### src/sv/alu8_pkg.sv
// Shared types for the 8-bit accumulator ALU with flags.
// Holds the operation codes and the flag record used by the core and the top level.
// No dependencies.
package alu8_pkg;

	typedef enum logic [4:0] {
		OP_ADD   = 5'd0,
		OP_ADC   = 5'd1,
		OP_SUB   = 5'd2,
		OP_SBC   = 5'd3,
		OP_AND   = 5'd4,
		OP_XOR   = 5'd5,
		OP_OR    = 5'd6,
		OP_CP    = 5'd7,
		OP_INC8  = 5'd8,
		OP_DEC8  = 5'd9,
		OP_INC16 = 5'd10,
		OP_DEC16 = 5'd11,
		OP_ADDHL = 5'd12,
		OP_ADDSP = 5'd13,
		OP_CPL   = 5'd14,
		OP_RRA   = 5'd15,
		OP_RLA   = 5'd16,
		OP_RRCA  = 5'd17,
		OP_RLCA  = 5'd18,
		OP_DAA   = 5'd19
	} alu_op_t;

	typedef struct packed {
		logic z;
		logic n;
		logic h;
		logic c;
	} flags_t;

	localparam logic [7:0] DAA_LO_ADJ = 8'h06;
	localparam logic [7:0] DAA_HI_ADJ = 8'h60;
	localparam logic [3:0] BCD_DIGIT_MAX = 4'h9;
	localparam logic [7:0] BCD_BYTE_MAX = 8'h99;

endpackage

### src/sv/alu8_core.sv
// Combinational datapath of the accumulator ALU: next accumulator, next flags and side results.
// Depends on alu8_pkg for the operation codes and the flag record.
module alu8_core
	import alu8_pkg::*;
(
	input  logic [4:0]  func,
	input  logic [7:0]  operand8,
	input  logic        target_is_acc,
	input  logic [15:0] word_a,
	input  logic [15:0] word_b,
	input  logic [7:0]  acc,
	input  flags_t      flags,
	output logic [7:0]  acc_nxt,
	output flags_t      flags_nxt,
	output logic [7:0]  result8,
	output logic [15:0] result16
);

	alu_op_t     op;
	logic        carry_in;
	logic [8:0]  sum9;
	logic [4:0]  hsum5;
	logic [8:0]  diff9;
	logic [4:0]  hdiff5;
	logic [7:0]  idv;
	logic [7:0]  inc8;
	logic [7:0]  dec8;
	logic [16:0] hl17;
	logic [12:0] hl13;
	logic [15:0] sp16;
	logic [8:0]  spc9;
	logic [4:0]  sph5;
	logic        daa_lo;
	logic        daa_hi;
	logic [7:0]  daa_sub_adj;
	logic [7:0]  daa_add_adj;
	logic [7:0]  daa_val;

	assign op       = alu_op_t'(func);
	assign carry_in = ((op == OP_ADC) || (op == OP_SBC)) ? flags.c : 1'b0;

	assign sum9   = {1'b0, acc} + {1'b0, operand8} + {8'd0, carry_in};
	assign hsum5  = {1'b0, acc[3:0]} + {1'b0, operand8[3:0]} + {4'd0, carry_in};
	assign diff9  = {1'b0, acc} - {1'b0, operand8} - {8'd0, carry_in};
	assign hdiff5 = {1'b0, acc[3:0]} - {1'b0, operand8[3:0]} - {4'd0, carry_in};

	assign idv  = target_is_acc ? acc : operand8;
	assign inc8 = idv + 8'd1;
	assign dec8 = idv - 8'd1;

	assign hl17 = {1'b0, word_a} + {1'b0, word_b};
	assign hl13 = {1'b0, word_a[11:0]} + {1'b0, word_b[11:0]};

	assign sp16 = word_a + {{8{operand8[7]}}, operand8};
	assign spc9 = {1'b0, word_a[7:0]} + {1'b0, operand8};
	assign sph5 = {1'b0, word_a[3:0]} + {1'b0, operand8[3:0]};

	assign daa_lo      = flags.h || (acc[3:0] > BCD_DIGIT_MAX);
	assign daa_hi      = flags.c || (acc > BCD_BYTE_MAX);
	assign daa_sub_adj = (flags.h ? DAA_LO_ADJ : 8'd0) | (flags.c ? DAA_HI_ADJ : 8'd0);
	assign daa_add_adj = (daa_lo ? DAA_LO_ADJ : 8'd0) | (daa_hi ? DAA_HI_ADJ : 8'd0);
	assign daa_val     = flags.n ? (acc - daa_sub_adj) : (acc + daa_add_adj);

	always_comb begin
		acc_nxt   = acc;
		flags_nxt = flags;
		result8   = 8'd0;
		result16  = 16'd0;
		case (op)
			OP_ADD, OP_ADC: begin
				acc_nxt   = sum9[7:0];
				flags_nxt = '{z: (sum9[7:0] == 8'd0), n: 1'b0, h: hsum5[4], c: sum9[8]};
			end
			OP_SUB, OP_SBC, OP_CP: begin
				if (op != OP_CP) begin
					acc_nxt = diff9[7:0];
				end
				flags_nxt = '{z: (diff9[7:0] == 8'd0), n: 1'b1, h: hdiff5[4], c: diff9[8]};
			end
			OP_AND: begin
				acc_nxt   = acc & operand8;
				flags_nxt = '{z: ((acc & operand8) == 8'd0), n: 1'b0, h: 1'b1, c: 1'b0};
			end
			OP_XOR: begin
				acc_nxt   = acc ^ operand8;
				flags_nxt = '{z: ((acc ^ operand8) == 8'd0), n: 1'b0, h: 1'b0, c: 1'b0};
			end
			OP_OR: begin
				acc_nxt   = acc | operand8;
				flags_nxt = '{z: ((acc | operand8) == 8'd0), n: 1'b0, h: 1'b0, c: 1'b0};
			end
			OP_INC8: begin
				flags_nxt.z = (inc8 == 8'd0);
				flags_nxt.n = 1'b0;
				flags_nxt.h = (idv[3:0] == 4'hF);
				if (target_is_acc) begin
					acc_nxt = inc8;
				end else begin
					result8 = inc8;
				end
			end
			OP_DEC8: begin
				flags_nxt.z = (dec8 == 8'd0);
				flags_nxt.n = 1'b1;
				flags_nxt.h = (idv[3:0] == 4'h0);
				if (target_is_acc) begin
					acc_nxt = dec8;
				end else begin
					result8 = dec8;
				end
			end
			OP_INC16: begin
				result16 = word_a + 16'd1;
			end
			OP_DEC16: begin
				result16 = word_a - 16'd1;
			end
			OP_ADDHL: begin
				result16    = hl17[15:0];
				flags_nxt.n = 1'b0;
				flags_nxt.h = hl13[12];
				flags_nxt.c = hl17[16];
			end
			OP_ADDSP: begin
				result16  = sp16;
				flags_nxt = '{z: 1'b0, n: 1'b0, h: sph5[4], c: spc9[8]};
			end
			OP_CPL: begin
				acc_nxt     = ~acc;
				flags_nxt.n = 1'b1;
				flags_nxt.h = 1'b1;
			end
			OP_RRA: begin
				acc_nxt   = {flags.c, acc[7:1]};
				flags_nxt = '{z: 1'b0, n: 1'b0, h: 1'b0, c: acc[0]};
			end
			OP_RLA: begin
				acc_nxt   = {acc[6:0], flags.c};
				flags_nxt = '{z: 1'b0, n: 1'b0, h: 1'b0, c: acc[7]};
			end
			OP_RRCA: begin
				acc_nxt   = {acc[0], acc[7:1]};
				flags_nxt = '{z: 1'b0, n: 1'b0, h: 1'b0, c: acc[0]};
			end
			OP_RLCA: begin
				acc_nxt   = {acc[6:0], acc[7]};
				flags_nxt = '{z: 1'b0, n: 1'b0, h: 1'b0, c: acc[7]};
			end
			OP_DAA: begin
				acc_nxt     = daa_val;
				flags_nxt.z = (daa_val == 8'd0);
				flags_nxt.h = 1'b0;
				if (!flags.n) begin
					flags_nxt.c = daa_hi;
				end
			end
			default: begin
				acc_nxt = acc;
			end
		endcase
	end

endmodule

### src/sv/eight_bit_cpu_alu_with_flags.sv
// An accepted transaction is registered in the input stage, then in the result register.
// One transaction per cycle unless stalled; accumulator and flags update as it advances.
// An input stall only arises while the result register is full and the output is stalled.
// Reset clears the accumulator, the flags and both valid bits at once.
// Depends on alu8_pkg and alu8_core.
module eight_bit_cpu_alu_with_flags
	import alu8_pkg::*;
(
	input  logic        clk,
	input  logic        arst_n,
	input  logic        in_valid,
	output logic        in_stall,
	input  logic [4:0]  func,
	input  logic [7:0]  operand8,
	input  logic        target_is_acc,
	input  logic [15:0] word_a,
	input  logic [15:0] word_b,
	output logic        out_valid,
	input  logic        out_stall,
	output logic [7:0]  acc_out,
	output logic [7:0]  result8,
	output logic [15:0] result16,
	output logic        flag_z,
	output logic        flag_n,
	output logic        flag_h,
	output logic        flag_c
);

	logic        valid_s1;
	logic [4:0]  func_s1;
	logic [7:0]  operand8_s1;
	logic        target_is_acc_s1;
	logic [15:0] word_a_s1;
	logic [15:0] word_b_s1;

	logic [7:0]  acc_q;
	flags_t      flags_q;

	logic        valid_s2;
	logic [7:0]  acc_s2;
	logic [7:0]  result8_s2;
	logic [15:0] result16_s2;
	flags_t      flags_s2;

	logic        out_free;
	logic        advance;
	logic        take_in;
	logic [7:0]  acc_nxt;
	flags_t      flags_nxt;
	logic [7:0]  result8_nxt;
	logic [15:0] result16_nxt;

	assign out_free = !valid_s2 || !out_stall;
	assign advance  = valid_s1 && out_free;
	assign in_stall = valid_s1 && !out_free;
	assign take_in  = in_valid && !in_stall;

	alu8_core u_core (
		.func          (func_s1),
		.operand8      (operand8_s1),
		.target_is_acc (target_is_acc_s1),
		.word_a        (word_a_s1),
		.word_b        (word_b_s1),
		.acc           (acc_q),
		.flags         (flags_q),
		.acc_nxt       (acc_nxt),
		.flags_nxt     (flags_nxt),
		.result8       (result8_nxt),
		.result16      (result16_nxt)
	);

	always_ff @(posedge clk or negedge arst_n) begin
		if (!arst_n) begin
			valid_s1 <= 1'b0;
			valid_s2 <= 1'b0;
			acc_q    <= 8'd0;
			flags_q  <= '0;
		end else begin
			if (take_in) begin
				valid_s1 <= 1'b1;
			end else if (advance) begin
				valid_s1 <= 1'b0;
			end
			if (advance) begin
				valid_s2 <= 1'b1;
				acc_q    <= acc_nxt;
				flags_q  <= flags_nxt;
			end else if (!out_stall) begin
				valid_s2 <= 1'b0;
			end
		end
	end

	always_ff @(posedge clk) begin
		if (take_in) begin
			func_s1          <= func;
			operand8_s1      <= operand8;
			target_is_acc_s1 <= target_is_acc;
			word_a_s1        <= word_a;
			word_b_s1        <= word_b;
		end
		if (advance) begin
			acc_s2      <= acc_nxt;
			flags_s2    <= flags_nxt;
			result8_s2  <= result8_nxt;
			result16_s2 <= result16_nxt;
		end
	end

	assign out_valid = valid_s2;
	assign acc_out   = acc_s2;
	assign result8   = result8_s2;
	assign result16  = result16_s2;
	assign flag_z    = flags_s2.z;
	assign flag_n    = flags_s2.n;
	assign flag_h    = flags_s2.h;
	assign flag_c    = flags_s2.c;

`ifndef SYNTH
	a_stall_cause: assert property (@(posedge clk) disable iff (!arst_n)
		in_stall |-> (valid_s2 && out_stall))
		else $error("input stalled without a blocked result");

	a_state_hold: assert property (@(posedge clk) disable iff (!arst_n)
		!advance |=> ($stable(acc_q) && $stable(flags_q)))
		else $error("state changed without a transaction moving to the output");

	a_out_matches_state: assert property (@(posedge clk) disable iff (!arst_n)
		valid_s2 |-> ((acc_s2 == acc_q) && (flags_s2 == flags_q)))
		else $error("presented result disagrees with the held state");

	a_advance_fills: assert property (@(posedge clk) disable iff (!arst_n)
		advance |=> valid_s2)
		else $error("advancing transaction did not reach the result register");
`endif

endmodule
### config.mk
export PLATFORM = sky130hd
export DESIGN_NAME = eight_bit_cpu_alu_with_flags
export DESIGN_NICKNAME = d
export VERILOG_FILES = /design/src/sv/alu8_pkg.sv /design/src/sv/alu8_core.sv /design/src/sv/eight_bit_cpu_alu_with_flags.sv
export SDC_FILE = /design/constraint.sdc
export NUM_CORES = 1
export LEC_CHECK = 0
export BUFFER_PORTS_ARGS = -buffer_cell sky130_fd_sc_hd__buf_2
export CAP_MARGIN = 20
export CORE_MARGIN = 8
export CORE_UTILIZATION = 55
export DETAILED_ROUTE_END_ITERATION = 8
export PLACE_DENSITY = 0.85
export SLEW_MARGIN = 20
export SYNTH_ARGS = -nofsm -noshare
export SYNTH_HDL_FRONTEND = slang
export SYNTH_SLANG_ARGS = --single-unit
### constraint.sdc
create_clock -name clk -period 7 [get_ports clk]
set_clock_uncertainty 0.05 [all_clocks]
set_input_delay 1.05 -clock clk [delete_from_list [all_inputs] [get_ports clk]]
set_output_delay 1.05 -clock clk [all_outputs]
set_load 0.05 [all_outputs]
# Yosys cells after proc, flatten, opt, wreduce, memory -nomap -nowiden
# Index checks and enable logic that the tools add are counted.
[classes] n_lt_le_gt_ge=2 addsub=19 n_reduce_logical=32 bitwise=6 eq_ne=22 n_mux=24
[ops] op="$pmux W8 S13" n=1
[ops] op="$logic_not A8 Y1" n=8
[ops] op="$pmux W16 S4" n=1
[ops] op="$mux W8" n=7
[ops] op="$eq A5 B4 Y1 const B" n=8
[ops] op="$or A8 B8 Y8" n=3
[ops] op="$eq A5 B3 Y1 const B" n=4
[ops] op="$eq A5 B5 Y1 const B" n=4
[ops] op="$add A8 B8 Y9" n=2
[ops] op="$add A16 B16 Y17" n=1
[ops] op="$add A16 B1 Y16 const B" n=1
[ops] op="$add A16 B16 Y16" n=1
[ops] op="$pmux W1 S8" n=2
[ops] op="$pmux W8 S2" n=1
[ops] op="$sub A16 B1 Y16 const B" n=1
[ops] op="$mux W7" n=2
[ops] op="$add A12 B12 Y13" n=1
[ops] op="$reduce_or A12 Y1" n=1
[ops] op="$add A4 B4 Y5" n=2
[ops] op="$eq A5 B2 Y1 const B" n=2
[ops] op="$reduce_or A5 Y1" n=2
[ops] op="$add A9 B1 Y9" n=1
[ops] op="$pmux W1 S9" n=1
[ops] op="$sub A8 B8 Y9" n=1
[ops] op="other kinds (29)" n=47
[word_totals] word_cells=124 out_inout_bits=38 regBits=96 inputBits=50

# Logic depth before layout (Yosys ltp)
[logic_depth] ltp_word=8 mapped_depth=17 ltp_nobuf=16

# By module
# A second synthesis with hierarchy kept.
[unflattened] hier_cells=876 area_unflattened_um2=8508.2
[by_module_without_submodules] module="alu8_core" seq_area_each_um2=0.0 instances=1 area_per_inst_um2=5457.7 cells_per_inst=761
[by_module_without_submodules] module="eight_bit_cpu_alu_with_flags" seq_area_each_um2=2812.7 instances=1 area_per_inst_um2=3050.4 cells_per_inst=115

# Worst setup path after synthesis
# OpenSTA, ideal clock, no wires.
[synth_timing] path_kind="register to register" startpoint="reg func_s1[1]" endpoint="reg result16_s2[14] (netlist: result16[14]) (data pin)" n_path_buf=3 setup_time_ns=0.271 synth_period_minus_slack_ns=3.863 required_ns=6.679 path_slack_ns=3.137 path_stages_with_launch=16 t_arrival_ns=3.541 path_cell_list="edfxtp_1 buf_4 buf_2 nor3_1 clkbuf_1 nand2_1 ha_1 fa_1 a21oi_1 o21ai_0 a2111oi_2 o31ai_1 or4_1 a31oi_1 xor2_1 o22ai_1"
[synth_via] elab_chain_cells=2 word_cells_on_any_way=5 cone_classes="4 x eq/ne; 1 x mux"
[synth_lines] element="from (decl)" line_no="eight_bit_cpu_alu_with_flags.sv:30" source="logic [4:0] func_s1;"
[synth_lines] element="from (signal assigned)" line_no="eight_bit_cpu_alu_with_flags.sv:96" source="func_s1 <= func;"
[synth_lines] element="$eq A5 B4 Y1" line_no="alu8_core.sv:69" source="case (op)"
[synth_lines] element="$pmux W16 S4 (*)" line_no="alu8_core.sv:69"
[synth_lines] element="net result16_nxt[14]" line_no="eight_bit_cpu_alu_with_flags.sv:51" source="logic [15:0] result16_nxt;"
[synth_lines] element="to (signal assigned)" line_no="eight_bit_cpu_alu_with_flags.sv:106" source="result16_s2 <= result16_nxt;"
[synth_lines] element="to (decl)" line_no="eight_bit_cpu_alu_with_flags.sv:42" source="logic [15:0] result16_s2;"
# Mark *: on every way through the listed nets, which the timed path passes. The rest lies on a longest branch.
# A chain may end at the register's enable or synchronous reset.

# Final worst setup path
[layout_timing] startpoint="reg func_s1[2]" endpoint="reg result16_s2[14] (netlist: result16[14]) (data pin)"
# The elaborated chain is that of the path after synthesis.

==> results.md <==
* Post-cts hold buffer count at 0
* Crit path DAT at 4400 ps
* Initial antenna violation count at 0
* Pwr per Cell Area at a little over 300 nW/um2
* CP max-delay cell: edfxtp_1
* Final period util at 62.4%
* Inserted Diodes at 0
* CTS tree: yes
* ANT nets after route at 0
* Sequential share of the synthesized area at a little over a third
* Post-CTS Resized at 0
* Post-Synthesis Cell Area at 7820 um2
* Tmin final at roughly 4400 ps
* Worst slew pin tran at 1060 ps
* Peak supply drop at around 0.18 mV
* Die Ht at 135 um
* Max Cap Violations at 0
* Die W at 135 um
* Core Box Area at 13900 um2
* CP most frequent cell: nand2_1
* Synth Area in Compound Gates at 21.8%
* Placed cell area at approximately 8300 um2
* Layout cells sized above 1 at between 10 and 15%
* Lkg Pwr at between 3 and 4 nW
* First-pass GRT wire length at between 30000 and 40000 um
* Post-Synth Simple-Gate Area at 14.8%
* CTS buffer count at 9
* Syn nets at roughly 950
* Setup TNS Final at 0 ps
* # port buffers at 87
* Register bit total from synthesis at between 90 and 100
* RePlAce Congestion at a little under 1
* DIE AREA at 18300 um2
* # clock sinks at 96
* Largest net degree at the start of global routing at 50
* H-tree lvl count at 3
* Worst-skew pair later-pin latency at 350 ps
* CTS clock-pin slew for the worst setup and hold paths at 70 ps
* Core Rows at between 40 and 50
* Req. time, crit path at around 7000 ps
* RSZ-0062 raised after global routing: false
* Xor/xnor share of the synthesized area at around 6.2%
* DRT Pass-1 Iters at 6
* Distinct cells, synth at 73
* Min-delay worst type: reg -> reg
* Initial drt markers at 539
* Type of the worst setup path: reg -> reg
* Startpoint Class: flip-flop
* Outcome: finished, final reports clean
* # DRC at 0
* Fmax at 229 MHz
* Post-route design area at 8630 um2
* Largest family of logic cells by synthesized area: compound AO/OA/AOI/OAI gates
* Worst Path Max Fanout at 23
* Overall Global Routing Usage at 23.6%
* RR Startpoint: func_s1[2]$_DFFE_PP_
* Fin nets at approximately 1000
* Setup Fix Bufs, Post-CTS at 0
* Final wirelength at 21500 um
* CP Cell Sequence: nand2_1 -> nor3_1 -> buf_4 -> nand2_1 -> ha_1 -> fa_1 -> a21oi_1 -> o21ai_0 -> a2111oi_2 -> o31ai_1 -> or4_1 -> a31oi_1 -> xor2_1 -> o22ai_1
* Main synth FF type: edfxtp_1
* Initial Util at between 50 and 60%
* Synthesized netlist cell count at 813
* Slew headroom at 29.0%
* Crit. Startpoint: func_s1[2]$_DFFE_PP_
* Number of flops mapped to enable cells by yosys at 82
* Mux contribution to synthesized area at 2.48%
* Mapped Avg Cell Area at 9.61 um2
* IO Count at a little under 90
* Routed vias/inst at around 6.3
* Crit. End Element: flip-flop
* Critical path's largest stage delay at 830 ps
* Pins Over Slew Limit at 0
* Post-Synth Adder-Cell Area at 14.7%
* Vias at 6748
* Placed wire-length estimate at 16500 um
* Layout area overhead at 10.4%
* Final hold vios at 0
* Vias in the first global route at roughly 6500
* Ys async rst share at 14.6%
* Root buf cell: clkbuf_16
* WL/cell at ~20 um
* Total grt overflow at 0
* Clock Tree Buf Depth at 2
* Hold Startpoint: valid_s1$_DFFE_PN0P_
* Final setup fails at 0
* Yosys warning count at 0
where the power goes:
group	leakage [nW]	internal [mW]	switching, mW
Combinational	2.48	0.500	0.804
Clock	0.133	0.253	0.217
Sequential	0.963	0.704	0.141
Total	3.58	1.46	1.16
path summary, 6_finish.rpt:
path | to | slack (ps) | depth (start not counted)
worst max-delay path | result16[14]$_DFFE_PP_ | 2630 | 14
worst min-delay path | out_valid$_DFFE_PN0P_ | 450 | 1
worst min register to register | out_valid$_DFFE_PN0P_ | 450 | 1
max in group asynchronous | valid_s1$_DFFE_PN0P_ | 6140 | 1
min in group asynchronous | flags_q[2]$_DFFE_PN0P_ | 530 | 1
worst max register to register | result16[14]$_DFFE_PP_ | 2630 | 14
cell usage in the layout, fill, tap and decap left out, drive strengths merged, types with 7 or more instances in the layout:
cell and n:
a211oi 9, a21o 24, a31oi 8, edfxtp 82, dfrtp 14, a21oi 54
inv 44, buf 91, clkbuf 11, ha 82, xnor2 33, nor3 21
nor2 68, or3 7, o21ai 46, o21a 13, nand2b 12, nor4 12
a22oi 8, o22ai 20, mux2i 13, nor2b 10, nand2 48, nand4 12
xor2 22, nand3 25
cells by family after synthesis:
| group | Yosys count |
|---|---|
| XOR/XNOR | 55 |
| AO/OA/AOI/OAI | 247 |
| buffers and inverters | 75 |
| AND/OR/NAND/NOR | 234 |
| multiplexers | 18 |
| adder cells (fa/ha/maj) | 88 |
| flip-flops | 96 |
critical path, delay by kind of cell (launching register included):
kind | cells | cell delay (ps)
AOI/OAI and AO/OA | 6 | 1320
and+or+nand+nor | 4 | 890
DFF | 1 | 830
adders and majority gates | 2 | 640
buffers and inverters | 1 | 190
xor gates and xnor gates | 1 | 170
flip-flops by register name, summed over array words and instances, names as in the netlist:
signal            count
result16             16
word_a_s1            16
word_b_s1            16
acc_out               8
acc_q                 8
operand8_s1           8
result8               8
func_s1               5
flags_q               4
flag_c                1
flag_h                1
flag_n                1
flag_z                1
out_valid             1
target_is_acc_s1      1
valid_s1              1
layout make-up:
| cell class | count | area, um2 |
|---|---|---|
| Tap cell | 180 | 225 |
| Clock inverter | 5 | 37.5 |
| Timing Repair Buffer | 91 | 465 |
| Sequential cell | 96 | 2810 |
| Inverter | 43 | 163 |
| Fill cell | 1185 | 5250 |
| Multi-Input combinational cell | 642 | 4680 |
| Clock buffer | 11 | 243 |
through the flow:
step | total power [mW] | cells | utilization, % | setup slack, ps | hold WS [ps]
floorplan | 1.81 | 813 | - | 3140 | 407
global placement | 2.12 | 1052 | 60.1 | 2800 | 416
detailed placement | 2.12 | 1052 | 60.1 | 2700 | 437
CTS | 2.60 | 1068 | 62.1 | 2700 | 453
global route | 2.77 | 1068 | 62.2 | 2300 | 470
finish | 2.62 | 1068 | 62.2 | 2630 | 449
cell usage after synthesis (12+ instances only):
| cell | n | area (um2) |
|---|---|---|
| xnor2_1 | 33 | 289 |
| nor3_1 | 20 | 100 |
| o21a_1 | 12 | 90.1 |
| a21oi_1 | 54 | 270 |
| nor2_1 | 67 | 251 |
| edfxtp_1 | 82 | 2460 |
| ha_1 | 82 | 1030 |
| o22ai_1 | 19 | 119 |
| a21o_1 | 24 | 180 |
| nand4_1 | 12 | 75.1 |
| xor2_1 | 22 | 193 |
| o21ai_0 | 45 | 225 |
| nand2b_1 | 12 | 75.1 |
| nand2_1 | 48 | 180 |
| dfrtp_1 | 14 | 350 |
| nand3_1 | 25 | 125 |
| clkbuf_1 | 18 | 67.6 |
| inv_1 | 43 | 161 |
layer usage:
metal / global-route usage [%] / wire length, um / up-vias
li1: - / - / 3196
met2: 38.6 / 10000 / 339
met3: 5.04 / 1840 / 71
met5: 0 / 0 / -
met1: 28.8 / 8690 / 3142
met4: 12.0 / 953 / 0
Note: power is estimated with default switching activity, not from simulation.
